--- src/hw/rtl/tzl_pkg.sv ---
`timescale 1ns / 1ps
// Shared types, codes and constants of the time-zone offset lookup.
// No dependencies; tzl_ctrl, the top level and the bench import this package.
package tzl_pkg;

	localparam int DEF_TABLE_DEPTH = 1024;

	localparam int START_W    = 32;
	localparam int OFFSET_W   = 16;
	localparam int WORD_W     = START_W + OFFSET_W;
	localparam int INDEX_W    = 10;
	localparam int COUNT_W    = 11;
	localparam int QUERY_W    = 64;
	localparam int OUT_OFF_W  = 20;
	localparam int CFG_IDX_W  = 2;
	localparam int CFG_DATA_W = 32;

	localparam logic OP_WRITE = 1'b0;
	localparam logic OP_QUERY = 1'b1;

	localparam logic [CFG_IDX_W-1:0] REG_FIRST_ENTRY = 2'd0;
	localparam logic [CFG_IDX_W-1:0] REG_ENTRY_COUNT = 2'd1;
	localparam logic [CFG_IDX_W-1:0] REG_EPOCH_BASE  = 2'd2;

	typedef struct packed {
		logic [INDEX_W-1:0] first_entry;
		logic [COUNT_W-1:0] entry_count;
		logic [START_W-1:0] epoch_base;
	} cfg_t;

	typedef struct packed {
		logic [OUT_OFF_W-1:0] utc_offset;
		logic [INDEX_W-1:0]   entry_used;
		logic                 zone_set;
	} res_t;

	typedef enum logic [2:0] {
		ST_IDLE,
		ST_LAST,
		ST_SRCH,
		ST_OFF,
		ST_DONE
	} state_t;

endpackage

--- src/hw/rtl/tzl_ctrl.sv ---
`timescale 1ns / 1ps
// Sequencer and datapath of the lookup: table writes, range clipping and the
// binary search, one table probe per cycle. Uses tzl_pkg and drives tzl_ram.
module tzl_ctrl
	import tzl_pkg::*;
#(
	parameter int TABLE_DEPTH = DEF_TABLE_DEPTH,
	parameter int AW          = 10
) (
	input  logic                       clk,
	input  logic                       arst_n,
	input  cfg_t                       cfg,
	input  logic                       in_valid,
	output logic                       in_stall,
	input  logic                       op,
	input  logic [INDEX_W-1:0]         entry_index,
	input  logic [START_W-1:0]         start_word,
	input  logic signed [OFFSET_W-1:0] offset_tens,
	input  logic signed [QUERY_W-1:0]  query_time,
	output logic                       res_valid,
	input  logic                       res_ready,
	output res_t                       res,
	output logic                       ram_we,
	output logic [AW-1:0]              ram_waddr,
	output logic [WORD_W-1:0]          ram_wdata,
	output logic                       ram_re,
	output logic [AW-1:0]              ram_raddr,
	input  logic [WORD_W-1:0]          ram_rdata
);

	localparam int SW = ((AW > COUNT_W) ? AW : COUNT_W) + 1;
	localparam logic [SW-1:0] DEPTH_W = SW'(TABLE_DEPTH);

	state_t state_q, state_d;

	logic [AW-1:0]      lo_q, hi_q, pick_q, mid_q;
	logic [AW-1:0]      lo_n, hi_n, pick_n, mid_n;
	logic [AW:0]        mid_sum;
	logic               go_search;
	logic               t_neg_q, t_big_q;
	logic [START_W-1:0] t_lo_q;
	res_t               res_q;

	logic               accept;
	logic [SW-1:0]      idx_w, f_w, c_w, avail, cnt, last_w;
	logic               idx_ok, empty;
	logic [QUERY_W:0]   diff;
	logic [START_W-1:0] rd_start;
	logic [OFFSET_W-1:0] rd_off;
	logic [OUT_OFF_W-1:0] off_ext, off_x10;
	logic [SW-1:0]      pick_w;
	logic               le;

	assign accept = in_valid && (state_q == ST_IDLE);

	assign idx_w  = SW'(entry_index);
	assign idx_ok = idx_w < DEPTH_W;

	// clip the configured range to the table
	always_comb begin
		f_w   = SW'(cfg.first_entry);
		c_w   = SW'(cfg.entry_count);
		avail = DEPTH_W - f_w;
		if (f_w >= DEPTH_W) begin
			cnt = '0;
		end else if (c_w > avail) begin
			cnt = avail;
		end else begin
			cnt = c_w;
		end
		empty  = (cnt == '0);
		last_w = f_w + cnt - SW'(1);
	end

	assign diff = {query_time[QUERY_W-1], query_time} - {{(QUERY_W-START_W+1){1'b0}},
		cfg.epoch_base};

	assign rd_start = ram_rdata[START_W-1:0];
	assign rd_off   = ram_rdata[WORD_W-1:START_W];
	assign le       = !t_neg_q && (t_big_q || (rd_start <= t_lo_q));

	assign off_ext = {{(OUT_OFF_W-OFFSET_W){rd_off[OFFSET_W-1]}}, rd_off};
	assign off_x10 = (off_ext << 3) + (off_ext << 1);
	assign pick_w  = SW'(pick_q);

	// search step
	always_comb begin
		lo_n   = lo_q;
		hi_n   = hi_q;
		pick_n = pick_q;
		unique case (state_q)
			ST_IDLE: begin
				lo_n   = f_w[AW-1:0];
				hi_n   = last_w[AW-1:0];
				pick_n = f_w[AW-1:0];
			end
			ST_LAST: begin
				pick_n = le ? hi_q : lo_q;
			end
			ST_SRCH: begin
				if (le) begin
					pick_n = mid_q;
					lo_n   = mid_q + AW'(1);
				end else begin
					hi_n = mid_q;
				end
			end
			default: begin
			end
		endcase
		mid_sum   = {1'b0, lo_n} + {1'b0, hi_n};
		mid_n     = mid_sum[AW:1];
		go_search = (lo_n < hi_n) && !((state_q == ST_LAST) && le);
	end

	// next state
	always_comb begin
		state_d = state_q;
		unique case (state_q)
			ST_IDLE: begin
				if (in_valid) begin
					state_d = (op == OP_QUERY && !empty) ? ST_LAST : ST_DONE;
				end
			end
			ST_LAST, ST_SRCH: state_d = go_search ? ST_SRCH : ST_OFF;
			ST_OFF:           state_d = ST_DONE;
			ST_DONE: begin
				if (res_ready) begin
					state_d = ST_IDLE;
				end
			end
			default:          state_d = ST_IDLE;
		endcase
	end

	// outputs
	always_comb begin
		in_stall  = (state_q != ST_IDLE);
		res_valid = (state_q == ST_DONE);
		ram_we    = accept && (op == OP_WRITE) && idx_ok;
		ram_waddr = idx_w[AW-1:0];
		ram_wdata = {offset_tens, start_word};
		ram_re    = 1'b0;
		ram_raddr = go_search ? mid_n : pick_n;
		unique case (state_q)
			ST_IDLE: begin
				ram_re    = accept && (op == OP_QUERY) && !empty;
				ram_raddr = last_w[AW-1:0];
			end
			ST_LAST, ST_SRCH: ram_re = 1'b1;
			default: begin
			end
		endcase
	end

	always_ff @(posedge clk or negedge arst_n) begin
		if (!arst_n) begin
			state_q <= ST_IDLE;
		end else begin
			state_q <= state_d;
		end
	end

	always_ff @(posedge clk) begin
		lo_q   <= lo_n;
		hi_q   <= hi_n;
		pick_q <= pick_n;
		mid_q  <= mid_n;
		if (accept) begin
			t_neg_q <= diff[QUERY_W];
			t_big_q <= !diff[QUERY_W] && (|diff[QUERY_W-1:START_W]);
			t_lo_q  <= diff[START_W-1:0];
			res_q   <= '0;
		end
		if (state_q == ST_OFF) begin
			res_q.utc_offset <= off_x10;
			res_q.entry_used <= pick_w[INDEX_W-1:0];
			res_q.zone_set   <= 1'b1;
		end
	end

	assign res = res_q;

endmodule

--- config.mk ---
export PLATFORM = sky130hd
export DESIGN_NAME = tzl_ctrl
export DESIGN_NICKNAME = d
export VERILOG_FILES = /design/src/hw/rtl/tzl_pkg.sv /design/src/hw/rtl/tzl_ctrl.sv
export SDC_FILE = /design/constraint.sdc
export NUM_CORES = 1
export LEC_CHECK = 0
export BUFFER_PORTS_ARGS = -buffer_cell sky130_fd_sc_hd__buf_4
export CAP_MARGIN = 10
export CORE_UTILIZATION = 48
export DETAILED_ROUTE_END_ITERATION = 10
export HOLD_SLACK_MARGIN = 0.03
export PLACE_DENSITY = 0.77
export SLEW_MARGIN = 15
export SYNTH_ARGS = -nofsm -noshare
export SYNTH_HDL_FRONTEND = slang
export SYNTH_SLANG_ARGS = --single-unit
--- constraint.sdc ---
create_clock -name clk -period 10.9 [get_ports clk]
set_input_delay 2.18 -clock clk [delete_from_list [all_inputs] [get_ports clk]]
set_output_delay 2.18 -clock clk [all_outputs]
set_load 0.1 [all_outputs]
==> flow_metrics.tcl <==
set metrics [dict create \
    clock-sinks 107 \
    vias 9302 \
    synthArstFlopShare_pct 2.80 \
    maxCapViolations 0 \
    synth_top_area_share_pct 18.5 \
    reg2reg_slack_ns 5.33 \
    clk_pin_slew_ns 0.08 \
    clock_latency_ns 0.36 \
    clockBufferDepth 2 \
    cp_slowest_cell "or3_4" \
    synthTopCellsByArea "edfxtp_1 18%, ha_1 15%, dfxtp_1 8.0%" \
    setup_ws_ns 0.244 \
    drt-total-wl_microns 27500 \
    ys.flop_type "edfxtp_1" \
    synth_edf_count 63 \
    die_w_microns 148 \
    fin_nets 1713 \
    num-fill-cells 1848 \
    intPower_uw 2010 \
    min_from "res[0]" \
    die_y_microns 148 \
    hp-class "flip-flop to flip-flop" \
    critPathMaxFanout 5 \
    max_freq_ghz 0.0938 \
    cts_hold_buf 0 \
    grt_antenna_before_repair 0 \
    port_buffers 213 \
    r2r_start "t_lo_q[15]" \
    netlist_instances 1193 \
    start_kind "primary input" \
    reg2reg_depth 20 \
    yosysMostFrequentCell "inv_1" \
    critPathBufInv 4 \
    layout-drive-gt1-share_pct 25.0 \
    holdPathStages 2 \
    wl_per_cell_microns 16.8 \
    drc 0 \
    vias_per_cell 5.69 \
    leakagePower_uw 0.00584 \
    place.gp.congestion 0.945 \
    dp_hpwl_microns 21900 \
    start_util_pct 48.9 \
    synth_area_leader_cell "edfxtp_1" \
    ant_nets 0 \
    synth_seq_area_share_pct 27.2 \
    grt_max_degree 36 \
    track_usage_pct 25.0 \
    synth_common_cells "145 x inv_1, 125 x ha_1, 96 x a21oi_1" \
    p_sw_share_pct 55.2 \
    worstReg2RegEnd "mid_q[9]" \
    status "finished, final reports clean" \
    avgSynthCellArea_sq_um 8.58 \
    switchingPower_uw 2480 \
    max_stage_delay_ns 0.39 \
    ios 331 \
    dieArea_sq_um 21900 \
    rows 53 \
    clkPwrFrac_pct 7.8 \
    critPathTopFamily "compound AO/OA/AOI/OAI gates" \
    grt_pass1_wl_microns 43600 \
    power_uw 4490 \
    htree_levels 3 \
    cts_made_buffers 9 \
    area_delta_synth_final_pct 22.8 \
    multi_input_area_sq_um 6660 \
    holdPathEnd "res[0]" \
    tightest_slew_ns 1.07 \
    hold_viol 0 \
    root_buffer "clkbuf_16" \
    cellPowerDensity_nw_per_um2 357 \
    first_pass_iters 5 \
    arrival_ns 8.48 \
    grt_pass1_vias 8928 \
    dp_slack_ns -0.246 \
    ys_seq_elements 107 \
    ys.warnings.count 0 \
    synth_nets 1550 \
    min_period_ns 10.66 \
    finalMaxSlewViolations 0 \
    crit_path_end_kind "output pin" \
    antenna-diode-count 0 \
    critPathRequiredTime_ns 8.72 \
    p_comb_share_pct 75.9 \
    synthDistinctLibCells 89 \
    ir_drop_uv 343 \
    rsz0062_at_grt "true" \
    crit_type "primary input to output pin" \
    drtIter0Drc 541 \
    finClkSkew_ns 0.0117 \
    setup_viol 0 \
    critPathMostFrequentCell "a21o_1" \
    relSlewSlack_pct 28.8 \
    ff_latch_area_sq_um 2790 \
    grt-ovfl-total 0 \
    syn_area_sq_um 10200 \
    cts_tree "built" \
    power_frac_seq_pct 16.4 \
    core_area_sq_um 21000 \
    finalCritPeriodShare_pct 97.8 \
]
==> worst max-delay path by stage <==
stage / start / end / cells past startpoint
floorplan: cfg[44] / ram_raddr[8] / 32
global placement: cfg[46] / ram_raddr[4] / 33
detailed placement: cfg[46] / ram_raddr[4] / 30
CTS: cfg[45] / ram_raddr[4] / 32
global route: cfg[44] / ram_raddr[1] / 32
finish: cfg[44] / ram_raddr[1] / 32
==> worst register-to-register path, delay by kind of cell (launching register included) <==
kind / cells / cell delay (ns)
buffers and inverters: 2 / 0.20
adder cells (fa/ha/maj): 2 / 0.80
flip-flops: 1 / 0.33
AND/OR/NAND/NOR: 5 / 2.03
AO/OA/AOI/OAI: 11 / 2.10
==> sequential cells by signal (all words and copies together), names as in the netlist <==
name	count
res	30
t_lo_q	32
lo_q	10
t_neg_q	1
pick_q	10
mid_q	10
hi_q	10
t_big_q	1
state_q	3
==> cells by family (layout without fill, tap and decap cells) <==
family | after synthesis | after routing | share of synthesized area [%]
other cells | 1 | 1 | 0.0366
fa+ha+maj | 129 | 129 | 16.1
mux | 23 | 23 | 2.37
xor+xnor | 77 | 77 | 6.72
compound gates | 326 | 326 | 21.8
buf+inv | 238 | 406 | 11.0
simple gates | 292 | 292 | 14.8
flops | 107 | 107 | 27.2
==> layout make-up <==
cell class | count | share of cell area (%)
Timing Repair Buffer | 245 | 15.3
Multi-Input combinational cell | 848 | 53.0
Clock buffer | 11 | 1.93
Sequential cell | 107 | 22.2
Clock inverter | 5 | 0.537
Tap cell | 275 | 2.74
Inverter | 145 | 4.35
==> layer usage <==
layer  global-route usage (%)  wire length, microns  vias up
met5                        0                     0        -
met4                     8.92                   739        0
met3                     6.04                  2130       52
met2                     41.9                 12900      401
met1                     31.0                 11700     4285
li1                         -                     -     4564
==> cell usage in the layout (no fill, tap or decap), drive strengths merged, types with 6 or more instances in the layout <==
| cell | instances |
|---|---|
| a211o | 6 |
| a211oi | 10 |
| a21boi | 6 |
| a21o | 28 |
| a21oi | 97 |
| a221o | 10 |
| a222oi | 11 |
| a22o | 7 |
| a31oi | 7 |
| and2 | 22 |
| buf | 245 |
| clkbuf | 11 |
| dfxtp | 41 |
| edfxtp | 63 |
| ha | 125 |
| inv | 149 |
| mux2 | 10 |
| mux2i | 13 |
| nand2 | 67 |
| nand2b | 7 |
| nand3 | 27 |
| nand4 | 17 |
| nor2 | 68 |
| nor2b | 12 |
| nor3 | 19 |
| nor4 | 12 |
| o21a | 12 |
| o21ai | 59 |
| o21bai | 21 |
| or2 | 9 |
| xnor2 | 42 |
| xor2 | 34 |
==> per-stage QoR <==
stage | cells | util [%] | cell area (sq um) | setup TNS, ns | hold slack, ns
after floorplan | 1193 | - | 10400 | 0 | 0.447
after global placement | 1614 | 57.0 | 11900 | -0.912 | 0.453
after detailed placement | 1614 | 57.0 | 11900 | -2.19 | 0.468
after CTS | 1630 | 58.6 | 12300 | 0 | 0.472
after global routing | 1636 | 60.0 | 12600 | -0.278 | 0.487
final | 1636 | 60.0 | 12600 | 0 | 0.474
==> power by group through the flow <==
| stage | clock network [uW] | registers, uW | logic (uW) |
|---|---|---|---|
| floorplan | 0 | 971 | 2200 |
| global placement | 0 | 735 | 3050 |
| detailed placement | 0 | 739 | 3080 |
| CTS | 353 | 730 | 3120 |
| global route | 369 | 752 | 3600 |
| finish | 349 | 735 | 3410 |
==> repair_timing <==
item	4_1_cts	5_1_grt
setup endpoints to repair	10	10
pin swaps	1	22
resized for setup	6	55
buffers inserted	0	6
No activity file was read; power rests on OpenSTA's default activity.
